<file path="config.mk">
export PLATFORM = sky130hd
export DESIGN_NAME = assembler_token_lexer_flat
export DESIGN_NICKNAME = d
export VERILOG_FILES = /design/src/atl_pkg.sv /design/src/atl_if.sv /design/src/atl_front.sv /design/src/atl_queue.sv /design/src/atl_back.sv /design/src/assembler_token_lexer.sv /design/src/flat_wrapper.sv
export SDC_FILE = /design/constraint.sdc
export NUM_CORES = 1
export LEC_CHECK = 0
export BUFFER_PORTS_ARGS = -buffer_cell sky130_fd_sc_hd__buf_2
export CAP_MARGIN = 15
export CORE_MARGIN = 4
export CORE_UTILIZATION = 55
export DETAILED_ROUTE_END_ITERATION = 8
export PLACE_DENSITY_LB_ADDON = 0.12
export SYNTH_ARGS = -nofsm -noshare
export SYNTH_HDL_FRONTEND = slang
export SYNTH_HIERARCHICAL = 1
export SYNTH_SLANG_ARGS = --single-unit
</file>
<file path="constraint.sdc">
create_clock -name clock -period 17.55 [get_ports clock]
set_clock_uncertainty 0.15 [all_clocks]
set_input_delay 2.6325 -clock clock [delete_from_list [all_inputs] [get_ports clock]]
set_output_delay 2.6325 -clock clock [all_outputs]
set_load 0.005 [all_outputs]
</file>
<file path="src/atl_pkg.sv">
package atl_pkg;

   // Width of the line, column and text offset counters and of the position fields.
   localparam int POS_W = 24;

   // Depth of the result bundle queue between the front and back parts.
   localparam int QUEUE_DEPTH = 2;
   localparam int QPTR_W = $clog2(QUEUE_DEPTH);
   localparam int QCNT_W = $clog2(QUEUE_DEPTH + 1);

   // Most results a single input byte can cause.
   localparam int MAX_RESULTS = 3;

   // Result kinds.
   localparam logic [1:0] KIND_TOKEN = 2'd0;
   localparam logic [1:0] KIND_BYTE  = 2'd1;
   localparam logic [1:0] KIND_ERROR = 2'd2;
   localparam logic [1:0] KIND_EOT   = 2'd3;

   // Token types beyond the punctuation codes.
   localparam logic [3:0] TOK_NONE    = 4'd0;
   localparam logic [3:0] TOK_NEWLINE = 4'd13;
   localparam logic [3:0] TOK_WORD    = 4'd14;
   localparam logic [3:0] TOK_NUMBER  = 4'd15;

   // Error codes.
   localparam logic ERR_COMMENT    = 1'b0;
   localparam logic ERR_UNEXPECTED = 1'b1;

   // Characters with a role of their own.
   localparam logic [7:0] CH_NUL   = 8'h00;
   localparam logic [7:0] CH_TAB   = 8'h09;
   localparam logic [7:0] CH_NL    = 8'h0A;
   localparam logic [7:0] CH_SPACE = 8'h20;
   localparam logic [7:0] CH_COMMA = 8'h2C;
   localparam logic [7:0] CH_SLASH = 8'h2F;
   localparam logic [7:0] CH_X     = 8'h78;

   // Punctuation characters, in token code order: $ # @ ( ) * - + % [ ] = :
   localparam int PUNCT_N = 13;
   localparam logic [7:0] PUNCT_CHARS [PUNCT_N] = '{
      8'h24, 8'h23, 8'h40, 8'h28, 8'h29, 8'h2A, 8'h2D,
      8'h2B, 8'h25, 8'h5B, 8'h5D, 8'h3D, 8'h3A
   };

   typedef enum logic [7:0] {
      MODE_NORMAL  = 8'b0000_0001,
      MODE_NUMBER  = 8'b0000_0010,
      MODE_HEX     = 8'b0000_0100,
      MODE_WORD    = 8'b0000_1000,
      MODE_COMMENT = 8'b0001_0000,
      MODE_SLASH   = 8'b0010_0000,
      MODE_DIGIT   = 8'b0100_0000,
      MODE_ERROR   = 8'b1000_0000
   } mode_type;

   typedef struct packed {
      logic [1:0]       kind;
      logic [3:0]       ttype;
      logic [POS_W-1:0] line;
      logic [POS_W-1:0] col;
      logic [POS_W-1:0] off;
      logic [7:0]       bval;
      logic             code;
   } rec_type;

   // All results caused by one input byte.
   typedef struct packed {
      logic [1:0]                cnt;
      rec_type [MAX_RESULTS-1:0] recs;
   } bundle_type;

   function automatic logic [POS_W-1:0] sat_inc(input logic [POS_W-1:0] x);
      return (&x) ? x : x + POS_W'(1);
   endfunction

   function automatic rec_type mk_rec(input logic [1:0] kind, input logic [3:0] ttype,
                                      input logic [POS_W-1:0] line,
                                      input logic [POS_W-1:0] col,
                                      input logic [POS_W-1:0] off,
                                      input logic [7:0] bval, input logic code);
      rec_type r;
      r.kind  = kind;
      r.ttype = ttype;
      r.line  = line;
      r.col   = col;
      r.off   = off;
      r.bval  = bval;
      r.code  = code;
      return r;
   endfunction

   function automatic logic is_digit(input logic [7:0] c);
      return (c >= 8'h30) && (c <= 8'h39);
   endfunction

   function automatic logic is_letter(input logic [7:0] c);
      return ((c >= 8'h61) && (c <= 8'h7A)) || ((c >= 8'h41) && (c <= 8'h5A));
   endfunction

   function automatic logic is_hex(input logic [7:0] c);
      return is_digit(c) || ((c >= 8'h61) && (c <= 8'h66)) || ((c >= 8'h41) && (c <= 8'h46));
   endfunction

   // Returns {hit, code}; the characters are distinct so at most one matches.
   function automatic logic [4:0] punct_lookup(input logic [7:0] c);
      logic [4:0] r;
      r = '0;
      for (int i = 0; i < PUNCT_N; i++) begin
         if (c == PUNCT_CHARS[i]) begin
            r = {1'b1, 4'(i)};
         end
      end
      return r;
   endfunction

endpackage

</file>
<file path="src/atl_if.sv">
interface atl_req_if;
   logic       valid;
   logic       ready;
   logic [7:0] ch;
   modport source (output valid, output ch, input ready);
   modport sink (input valid, input ch, output ready);
endinterface

interface atl_rsp_if;
   logic                      valid;
   logic                      ready;
   logic [1:0]                result_kind;
   logic [3:0]                token_type;
   logic [atl_pkg::POS_W-1:0] line_number;
   logic [atl_pkg::POS_W-1:0] column;
   logic [atl_pkg::POS_W-1:0] string_offset;
   logic [7:0]                byte_value;
   logic                      error_code;
   logic                      last_result;
   modport source (output valid, output result_kind, output token_type, output line_number,
                   output column, output string_offset, output byte_value,
                   output error_code, output last_result, input ready);
   modport sink (input valid, input result_kind, input token_type, input line_number,
                 input column, input string_offset, input byte_value,
                 input error_code, input last_result, output ready);
endinterface

</file>
<file path="src/atl_front.sv">
module atl_front (
   input  logic                 clock,
   input  logic                 reset,
   input  logic                 in_valid,
   output logic                 in_ready,
   input  logic [7:0]           in_ch,
   output logic                 push_valid,
   input  logic                 push_ready,
   output atl_pkg::bundle_type  push_data
);

   atl_pkg::mode_type mode_ff, mode_in;
   logic [atl_pkg::POS_W-1:0] line_ff, line_in;
   logic [atl_pkg::POS_W-1:0] col_ff, col_in;
   logic [atl_pkg::POS_W-1:0] off_ff, off_in;
   logic [atl_pkg::POS_W-1:0] slash_ff, slash_in;
   logic have_ff, have_in;
   logic lastnl_ff, lastnl_in;
   logic held_ff, held_in;

   logic                      accept;
   logic                      cont, fin, handle, nl_seen;
   logic [atl_pkg::POS_W-1:0] o;
   logic [4:0]                pl;
   atl_pkg::rec_type          h0, h1;
   logic [1:0]                hn;
   atl_pkg::bundle_type       b;

   assign in_ready   = push_ready;
   assign accept     = in_valid & in_ready;
   assign push_valid = accept & (b.cnt != 2'd0);
   assign push_data  = b;
   assign pl         = atl_pkg::punct_lookup(in_ch);

   always_comb begin
      mode_in   = mode_ff;
      line_in   = line_ff;
      col_in    = col_ff;
      off_in    = off_ff;
      slash_in  = slash_ff;
      have_in   = have_ff;
      lastnl_in = lastnl_ff;
      held_in   = held_ff;
      b         = '0;
      cont      = 1'b0;
      fin       = 1'b0;
      handle    = 1'b0;
      nl_seen   = 1'b0;
      h0        = '0;
      h1        = '0;
      hn        = 2'd0;

      unique case (mode_ff)
         atl_pkg::MODE_NORMAL:  handle = 1'b1;
         atl_pkg::MODE_NUMBER:  cont = atl_pkg::is_digit(in_ch);
         atl_pkg::MODE_HEX:     cont = atl_pkg::is_hex(in_ch);
         atl_pkg::MODE_WORD:    cont = atl_pkg::is_letter(in_ch) | atl_pkg::is_digit(in_ch);
         atl_pkg::MODE_DIGIT:   cont = atl_pkg::is_digit(in_ch) | (in_ch == atl_pkg::CH_X);
         atl_pkg::MODE_COMMENT: handle = (in_ch == atl_pkg::CH_NL);
         atl_pkg::MODE_SLASH:   ;
         atl_pkg::MODE_ERROR:   ;
         default:               ;
      endcase
      if ((mode_ff == atl_pkg::MODE_NUMBER) || (mode_ff == atl_pkg::MODE_HEX) ||
          (mode_ff == atl_pkg::MODE_WORD) || (mode_ff == atl_pkg::MODE_DIGIT)) begin
         fin    = ~cont;
         handle = ~cont;
      end

      // A finished word or number first takes one offset for its zero byte.
      o = fin ? atl_pkg::sat_inc(off_ff) : off_ff;

      if (in_ch == atl_pkg::CH_NUL) begin
         if (mode_ff == atl_pkg::MODE_SLASH) begin
            b.recs[0] = atl_pkg::mk_rec(atl_pkg::KIND_ERROR, atl_pkg::TOK_NONE, line_ff,
                                        slash_ff, '0, 8'h00, atl_pkg::ERR_COMMENT);
            b.recs[1] = atl_pkg::mk_rec(atl_pkg::KIND_EOT, atl_pkg::TOK_NONE, line_ff,
                                        col_ff, off_ff, 8'h00, 1'b0);
            b.cnt     = 2'd2;
         end else begin
            b.recs[0] = atl_pkg::mk_rec(atl_pkg::KIND_EOT, atl_pkg::TOK_NONE, line_ff,
                                        col_ff, off_ff, 8'h00, 1'b0);
            b.cnt     = 2'd1;
         end
         mode_in   = atl_pkg::MODE_NORMAL;
         line_in   = atl_pkg::POS_W'(1);
         col_in    = atl_pkg::POS_W'(1);
         off_in    = '0;
         slash_in  = '0;
         have_in   = 1'b0;
         lastnl_in = 1'b0;
         held_in   = 1'b0;
      end else begin
         if (cont) begin
            b.recs[0] = atl_pkg::mk_rec(atl_pkg::KIND_BYTE, atl_pkg::TOK_NONE, line_ff,
                                        col_ff, off_ff, in_ch, 1'b0);
            b.cnt     = 2'd1;
            off_in    = atl_pkg::sat_inc(off_ff);
            if (mode_ff == atl_pkg::MODE_DIGIT) begin
               mode_in = (in_ch == atl_pkg::CH_X) ? atl_pkg::MODE_HEX : atl_pkg::MODE_NUMBER;
            end
         end else if (handle) begin
            mode_in = atl_pkg::MODE_NORMAL;
            off_in  = o;
            priority if (pl[4]) begin
               h0        = atl_pkg::mk_rec(atl_pkg::KIND_TOKEN, pl[3:0], line_ff, col_ff,
                                           '0, 8'h00, 1'b0);
               hn        = 2'd1;
               have_in   = 1'b1;
               lastnl_in = 1'b0;
            end else if (in_ch == atl_pkg::CH_NL) begin
               nl_seen = 1'b1;
               if (have_ff && !lastnl_ff) begin
                  h0        = atl_pkg::mk_rec(atl_pkg::KIND_TOKEN, atl_pkg::TOK_NEWLINE,
                                              line_ff, col_ff, '0, 8'h00, 1'b0);
                  hn        = 2'd1;
                  lastnl_in = 1'b1;
               end
            end else if (in_ch == atl_pkg::CH_SLASH) begin
               slash_in = col_ff;
               mode_in  = atl_pkg::MODE_SLASH;
            end else if (atl_pkg::is_letter(in_ch) || atl_pkg::is_digit(in_ch)) begin
               h0        = atl_pkg::mk_rec(atl_pkg::KIND_TOKEN,
                                           atl_pkg::is_letter(in_ch) ? atl_pkg::TOK_WORD
                                                                     : atl_pkg::TOK_NUMBER,
                                           line_ff, col_ff, o, 8'h00, 1'b0);
               h1        = atl_pkg::mk_rec(atl_pkg::KIND_BYTE, atl_pkg::TOK_NONE, line_ff,
                                           col_ff, o, in_ch, 1'b0);
               hn        = 2'd2;
               off_in    = atl_pkg::sat_inc(o);
               have_in   = 1'b1;
               lastnl_in = 1'b0;
               mode_in   = atl_pkg::is_letter(in_ch) ? atl_pkg::MODE_WORD
                                                     : atl_pkg::MODE_DIGIT;
            end else if ((in_ch == atl_pkg::CH_SPACE) || (in_ch == atl_pkg::CH_COMMA) ||
                         (in_ch == atl_pkg::CH_TAB)) begin
               // Whitespace gives nothing.
            end else begin
               h0       = atl_pkg::mk_rec(atl_pkg::KIND_ERROR, atl_pkg::TOK_NONE, line_ff,
                                          col_ff, '0, 8'h00, atl_pkg::ERR_UNEXPECTED);
               hn       = 2'd1;
               slash_in = col_ff;
               held_in  = atl_pkg::ERR_UNEXPECTED;
               mode_in  = atl_pkg::MODE_ERROR;
            end
            if (fin) begin
               b.recs[0] = atl_pkg::mk_rec(atl_pkg::KIND_BYTE, atl_pkg::TOK_NONE, line_ff,
                                           col_ff, off_ff, 8'h00, 1'b0);
               b.recs[1] = h0;
               b.recs[2] = h1;
               b.cnt     = hn + 2'd1;
            end else begin
               b.recs[0] = h0;
               b.recs[1] = h1;
               b.cnt     = hn;
            end
         end else if (mode_ff == atl_pkg::MODE_SLASH) begin
            if (in_ch == atl_pkg::CH_SLASH) begin
               mode_in = atl_pkg::MODE_COMMENT;
            end else begin
               b.recs[0] = atl_pkg::mk_rec(atl_pkg::KIND_ERROR, atl_pkg::TOK_NONE, line_ff,
                                           slash_ff, '0, 8'h00, atl_pkg::ERR_COMMENT);
               b.cnt     = 2'd1;
               held_in   = atl_pkg::ERR_COMMENT;
               mode_in   = atl_pkg::MODE_ERROR;
            end
         end else if (mode_ff == atl_pkg::MODE_ERROR) begin
            b.recs[0] = atl_pkg::mk_rec(atl_pkg::KIND_ERROR, atl_pkg::TOK_NONE, line_ff,
                                        slash_ff, '0, 8'h00, held_ff);
            b.cnt     = 2'd1;
         end

         // Position advances unless the lexer has gone into its error state.
         if (mode_in != atl_pkg::MODE_ERROR) begin
            if (nl_seen) begin
               line_in = atl_pkg::sat_inc(line_ff);
               col_in  = atl_pkg::POS_W'(1);
            end else begin
               col_in  = atl_pkg::sat_inc(col_ff);
            end
         end
      end
   end

   always_ff @(posedge clock) begin
      if (reset) begin
         mode_ff   <= atl_pkg::MODE_NORMAL;
         line_ff   <= atl_pkg::POS_W'(1);
         col_ff    <= atl_pkg::POS_W'(1);
         off_ff    <= '0;
         slash_ff  <= '0;
         have_ff   <= 1'b0;
         lastnl_ff <= 1'b0;
         held_ff   <= 1'b0;
      end else if (accept) begin
         mode_ff   <= mode_in;
         line_ff   <= line_in;
         col_ff    <= col_in;
         off_ff    <= off_in;
         slash_ff  <= slash_in;
         have_ff   <= have_in;
         lastnl_ff <= lastnl_in;
         held_ff   <= held_in;
      end
   end

endmodule

</file>
<file path="src/atl_queue.sv">
module atl_queue (
   input  logic                clock,
   input  logic                reset,
   input  logic                push_valid,
   output logic                push_ready,
   input  atl_pkg::bundle_type push_data,
   output logic                pop_valid,
   input  logic                pop_ready,
   output atl_pkg::bundle_type pop_data
);

   atl_pkg::bundle_type entry_ff [atl_pkg::QUEUE_DEPTH];
   logic [atl_pkg::QPTR_W-1:0] wr_ff, wr_in;
   logic [atl_pkg::QPTR_W-1:0] rd_ff, rd_in;
   logic [atl_pkg::QCNT_W-1:0] cnt_ff, cnt_in;
   logic                       do_push, do_pop;

   assign push_ready = (cnt_ff != atl_pkg::QCNT_W'(atl_pkg::QUEUE_DEPTH));
   assign pop_valid  = (cnt_ff != '0);
   assign pop_data   = entry_ff[rd_ff];
   assign do_push    = push_valid & push_ready;
   assign do_pop     = pop_valid & pop_ready;

   always_comb begin
      wr_in  = wr_ff;
      rd_in  = rd_ff;
      cnt_in = cnt_ff;
      if (do_push) begin
         wr_in = (wr_ff == atl_pkg::QPTR_W'(atl_pkg::QUEUE_DEPTH - 1))
                 ? '0 : wr_ff + atl_pkg::QPTR_W'(1);
      end
      if (do_pop) begin
         rd_in = (rd_ff == atl_pkg::QPTR_W'(atl_pkg::QUEUE_DEPTH - 1))
                 ? '0 : rd_ff + atl_pkg::QPTR_W'(1);
      end
      if (do_push && !do_pop) begin
         cnt_in = cnt_ff + atl_pkg::QCNT_W'(1);
      end else if (do_pop && !do_push) begin
         cnt_in = cnt_ff - atl_pkg::QCNT_W'(1);
      end
   end

   always_ff @(posedge clock) begin
      if (reset) begin
         wr_ff  <= '0;
         rd_ff  <= '0;
         cnt_ff <= '0;
      end else begin
         wr_ff  <= wr_in;
         rd_ff  <= rd_in;
         cnt_ff <= cnt_in;
      end
   end

   always_ff @(posedge clock) begin
      if (do_push) begin
         entry_ff[wr_ff] <= push_data;
      end
   end

endmodule

</file>
<file path="src/atl_back.sv">
module atl_back (
   input  logic                clock,
   input  logic                reset,
   input  logic                head_valid,
   output logic                head_pop,
   input  atl_pkg::bundle_type head,
   atl_rsp_if.source           rsp
);

   logic [1:0]       idx_ff, idx_in;
   logic             last, fire;
   atl_pkg::rec_type r;

   assign r    = head.recs[idx_ff];
   assign last = (idx_ff == head.cnt - 2'd1);
   assign fire = rsp.valid & rsp.ready;

   assign rsp.valid         = head_valid;
   assign rsp.result_kind   = r.kind;
   assign rsp.token_type    = r.ttype;
   assign rsp.line_number   = r.line;
   assign rsp.column        = r.col;
   assign rsp.string_offset = r.off;
   assign rsp.byte_value    = r.bval;
   assign rsp.error_code    = r.code;
   assign rsp.last_result   = last;
   assign head_pop          = fire & last;

   always_comb begin
      idx_in = idx_ff;
      if (fire) begin
         idx_in = last ? 2'd0 : idx_ff + 2'd1;
      end
   end

   always_ff @(posedge clock) begin
      if (reset) begin
         idx_ff <= 2'd0;
      end else begin
         idx_ff <= idx_in;
      end
   end

endmodule

</file>
<file path="src/assembler_token_lexer.sv">
// Channel   Direction  Handshake         Item contents
// req       in         valid/ready       ch: one source byte, zero ends the text
// rsp       out        valid/ready       one result: kind, token type, line, column,
//                                        text offset, byte, error code, last flag
//
// A byte is accepted in every cycle while the result queue has room, and one
// result leaves per cycle while the receiver is ready, so the input runs at one
// byte per cycle whenever each byte gives at most one result; a byte that gives
// two or three results holds the output until all have left, and the two-entry
// queue absorbs it. A byte is classified and the lexer state updated in the
// cycle it is accepted, and its results are then held in the queue.
// Reset is synchronous and returns the lexer to line one, column one, with
// an empty queue. Input and output stall independently through the queue.
module assembler_token_lexer (
   input  logic     clock,
   input  logic     reset,
   atl_req_if.sink  req,
   atl_rsp_if.source rsp
);

   // Bundles of all results caused by one byte pass from the front part,
   // which owns the lexer state, to the back part, which hands them out one
   // at a time and marks the last of each bundle.
   logic                push_valid, push_ready;
   atl_pkg::bundle_type push_data;
   logic                head_valid, head_pop;
   atl_pkg::bundle_type head;

   atl_front u_front (
      .clock      (clock),
      .reset      (reset),
      .in_valid   (req.valid),
      .in_ready   (req.ready),
      .in_ch      (req.ch),
      .push_valid (push_valid),
      .push_ready (push_ready),
      .push_data  (push_data)
   );

   // Bytes that cause no result (whitespace, comment text, a first slash)
   // never enter the queue.
   atl_queue u_queue (
      .clock      (clock),
      .reset      (reset),
      .push_valid (push_valid),
      .push_ready (push_ready),
      .push_data  (push_data),
      .pop_valid  (head_valid),
      .pop_ready  (head_pop),
      .pop_data   (head)
   );

   atl_back u_back (
      .clock      (clock),
      .reset      (reset),
      .head_valid (head_valid),
      .head_pop   (head_pop),
      .head       (head),
      .rsp        (rsp)
   );

endmodule

</file>
<file path="src/flat_wrapper.sv">
// flat-port wrapper written by rule: the top's interface ports become plain ports
module assembler_token_lexer_flat 
  (clock, reset, req_valid, req_ch, req_ready, rsp_valid, rsp_result_kind, rsp_token_type, rsp_line_number, rsp_column, rsp_string_offset, rsp_byte_value, rsp_error_code, rsp_last_result, rsp_ready);
  atl_req_if req_i ();
  atl_rsp_if rsp_i ();
  input  logic clock;
  input  logic reset;
  input wire logic [$bits(req_i.valid)-1:0] req_valid;
  input wire logic [$bits(req_i.ch)-1:0] req_ch;
  output wire logic [$bits(req_i.ready)-1:0] req_ready;
  output wire logic [$bits(rsp_i.valid)-1:0] rsp_valid;
  output wire logic [$bits(rsp_i.result_kind)-1:0] rsp_result_kind;
  output wire logic [$bits(rsp_i.token_type)-1:0] rsp_token_type;
  output wire logic [$bits(rsp_i.line_number)-1:0] rsp_line_number;
  output wire logic [$bits(rsp_i.column)-1:0] rsp_column;
  output wire logic [$bits(rsp_i.string_offset)-1:0] rsp_string_offset;
  output wire logic [$bits(rsp_i.byte_value)-1:0] rsp_byte_value;
  output wire logic [$bits(rsp_i.error_code)-1:0] rsp_error_code;
  output wire logic [$bits(rsp_i.last_result)-1:0] rsp_last_result;
  input wire logic [$bits(rsp_i.ready)-1:0] rsp_ready;
  assign req_i.valid = req_valid;
  assign req_i.ch = req_ch;
  assign req_ready = req_i.ready;
  assign rsp_valid = rsp_i.valid;
  assign rsp_result_kind = rsp_i.result_kind;
  assign rsp_token_type = rsp_i.token_type;
  assign rsp_line_number = rsp_i.line_number;
  assign rsp_column = rsp_i.column;
  assign rsp_string_offset = rsp_i.string_offset;
  assign rsp_byte_value = rsp_i.byte_value;
  assign rsp_error_code = rsp_i.error_code;
  assign rsp_last_result = rsp_i.last_result;
  assign rsp_i.ready = rsp_ready;
  assembler_token_lexer u_core (.clock(clock), .reset(reset), .req(req_i), .rsp(rsp_i));
endmodule
</file>
==> flow_metrics.py <==
metrics = {
    "global_routing": {
        "first_global_vias": 20300,
        "grt_max_degree": 143,
        "grtUsageTotal_pct": 24.7,
        "grt-ovfl-total": 0,
        "antenna_found_initial": 1,
        "grt_pass1_wl_mm": 117,
    },
    "clocking": {
        "cts-root-buf": "clkbuf_16",
        "cts_max_level": 3,
        "clock-sinks": 640,
        "clockBufferDepth": 3,
        "cts_buffers": 68,
        "insertion_delay_ns": 0.60,
        "cts.repair.resized": 0,
        "cts_setup_buffers": 0,
        "cts_tree": "yes",
        "postCtsHoldBufs": 0,
        "clk_pin_slew_ns": 0.06,
    },
    "sta": {
        "finalHoldViolCount": 0,
        "min_period_over_period_pct": 49.7,
        "rsz0062_at_grt": "no",
        "slew_violations": 0,
        "maxSlewHeadroom_pct": 25.5,
        "setup_violations": 0,
        "fmax_mhz": 115,
        "tightest_slew_ns": 1.11,
        "layout_min_cycle_time_ns": 8.72,
        "fin_hold_ws_ns": 0.306,
        "fin_tns_setup_ns": 0,
    },
    "floorplan": {
        "die_x_um": 246,
        "initial_core_util_pct": 56.0,
        "coreArea_um2": 55500,
        "die_height_um": 246,
        "placementRows": 86,
        "ioPinCount": 102,
        "die-area_um2": 60400,
    },
    "drt": {
        "drt_iter0_drc": 1790,
        "drtPass1Iterations": 6,
        "ant_nets": 0,
        "remaining_drc_errors": 0,
        "wirelength_mm": 74.9,
        "avgViaCountPerCell": 6.03,
        "via_count": 20400,
        "detail_route.wl_per_cell_um": 22.2,
    },
    "synth": {
        "avgSynthCellArea_um2": 12.1,
        "yosysWarnings": 6,
        "synth_cells": 2574,
        "synth_top_flop_cell": "edfxtp_1",
        "synthesis.area_um2": 31100,
        "yosys_register_bits": 640,
        "synth_edf_count": 526,
        "postSynth.asyncResetShare_pct": 0,
        "yosysMostFrequentCell": "edfxtp_1",
        "synth_commonest_cells": "edfxtp_1 (526), nand2_1 (240), mux2_2 (194)",
        "synthTopCellsByArea": "edfxtp_1 (51%), dfxtp_1 (7.3%), mux2_2 (7.0%), mux2_4 (3.4%), mux2i_1 (3.0%)",
        "yosysSeqAreaShare_pct": 58.1,
        "synth.distinct_cells": 94,
        "yosys.area.top_type_share_pct": 50.8,
        "synth_area_leader_cell": "edfxtp_1",
    },
    "job": {
        "drv_cap": 0,
    },
    "layout": {
        "drive_gt1_share_pct": 20.6,
        "final-instance-count-excl-fill": 3379,
        "fin_util_pct": 61.4,
        "fillers": 4464,
        "nets": 2593,
        "area_delta_synth_final_pct": 9.63,
    },
    "worst_setup_path": {
        "cp.arrival_ns": 8.77,
        "worstSetupPathType": "input pin to flip-flop",
        "endpoint_kind": "flip-flop",
        "worstPathRequired_ns": 17.61,
        "cp_max_fo": 127,
        "cp-start-kind": "input pin",
    },
    "place": {
        "gp_congestion": 0.921,
        "hpwl_mm": 45.7,
        "dpl.cell_count": 3253,
        "portBuffers": 101,
    },
    "pwr": {
        "ir_drop_uv": 110,
        "cellLeakagePower_nw": 11.2,
        "p_per_area_nw_per_um2": 127,
    },
    "min_path": {
        "min_path_type": "flip-flop to flip-flop",
    },
    "run_status": {
        "outcome": "finished, final reports clean",
    },
}
## worst paths after layout
| check | to | slack [ns] | cells past startpoint | startpoint |
|---|---|---|---|---|
| min reg2reg | u_core/u_front/slash_ff[21] | 0.31 | 2 | u_core/u_front/slash_ff[21] |
| min | u_core/u_front/slash_ff[21] | 0.31 | 2 | u_core/u_front/slash_ff[21] |
| max reg2reg | u_core/u_queue/entry_ff[0][112] | 10.32 | 12 | u_core/u_front/mode_ff[0] |
| max | u_core/u_queue/entry_ff[0][112] | 8.83 | 13 | req_ch[7] |
## per-stage QoR
step | cell area [um2] | setup slack (ns) | power [mW]
after global routing | 34100 | 8.41 | 4.55
after CTS | 34100 | 9.00 | 4.39
after detailed placement | 31900 | 8.37 | 2.95
after floorplan | 31100 | 5.75 | 2.69
final | 34100 | 8.83 | 4.35
after global placement | 31900 | 8.68 | 2.93
## worst max-delay path: stages
cell and delay (ns):
buf_2 0.15, nand2b_1 0.20, or4_4 0.52, nor4_2 0.82, nor3_1 0.42, nand2_1 0.37
a21oi_4 0.04, buf_4 0.25, nor2_1 0.29, nand3b_1 0.29, inv_8 0.71, buf_4 0.83
buf_4 0.88
## layer usage
metal / track usage [%] / vias up / share of wire [%]
met5: 0 / - / 0
met4: 7.26 / 0 / 2.3
met3: 3.28 / 113 / 5.7
met2: 39.4 / 628 / 47
met1: 35.6 / 10200 / 45
li1: - / 9444 / -
## state kept, by name (all words and copies together) (netlist names), named ones only
name / flops
u_core/u_front/slash_ff: 24
u_core/u_front/off_ff: 24
u_core/u_front/line_ff: 24
u_core/u_back/idx_ff: 2
u_core/u_front/col_ff: 24
u_core/u_front/lastnl_ff: 1
u_core/u_front/mode_ff: 8
u_core/u_front/have_ff: 1
u_core/u_queue/rd_ff: 1
u_core/u_front/held_ff: 1
u_core/u_queue/wr_ff: 1
u_core/u_queue/entry_ff: 526
u_core/u_queue/cnt_ff: 2
## layout by cell type (no fill, tap or decap), types with 13 or more instances in the layout
master,n
mux2_4,71
nor2_1,157
buf_2,101
nor4_1,14
and2_1,96
nand3_1,68
and3_1,29
clkbuf_16,71
buf_4,26
dfxtp_1,111
nand4_1,20
nand2_1,240
mux2_2,194
or3_1,14
clkbuf_1,17
o21ai_1,16
nor3_1,48
mux2i_1,94
edfxtp_1,526
o21ai_0,160
a22oi_1,48
inv_1,13
nand2b_1,18
xor2_1,38
a21oi_1,77
xnor2_1,46
nor2b_1,80
o22ai_1,14
## kinds of logic after synthesis
| family | count (synthesis) | share of synthesized area [%] |
|---|---|---|
| other | 1 | 0.0121 |
| AND/OR/NAND/NOR | 858 | 14.1 |
| adder cells (fa/ha/maj) | 5 | 0.201 |
| multiplexers | 359 | 13.5 |
| XOR/XNOR | 86 | 2.47 |
| flip-flops | 640 | 58.1 |
| buffers and inverters | 219 | 3.43 |
| AO/OA/AOI/OAI | 406 | 8.20 |
## report_power, final
group          switching, mW  internal [mW]
sequential            0.0856           1.95
combinational          0.528          0.353
clock                  0.586          0.850
## final cells by class
class / count / area [um2] / area share [%]
clock buffers: 92 / 1900 / 5.56
well taps: 748 / 936 / 2.74
diodes: 2 / 5.00 / 0.0147
multi-input cells: 1723 / 12100 / 35.4
clock inverters: 31 / 330 / 0.968
repair buffers: 129 / 736 / 2.16
inverters: 14 / 60.1 / 0.176
flip-flops and latches: 640 / 18100 / 53.0
Note: power is estimated with default switching activity, not from simulation.
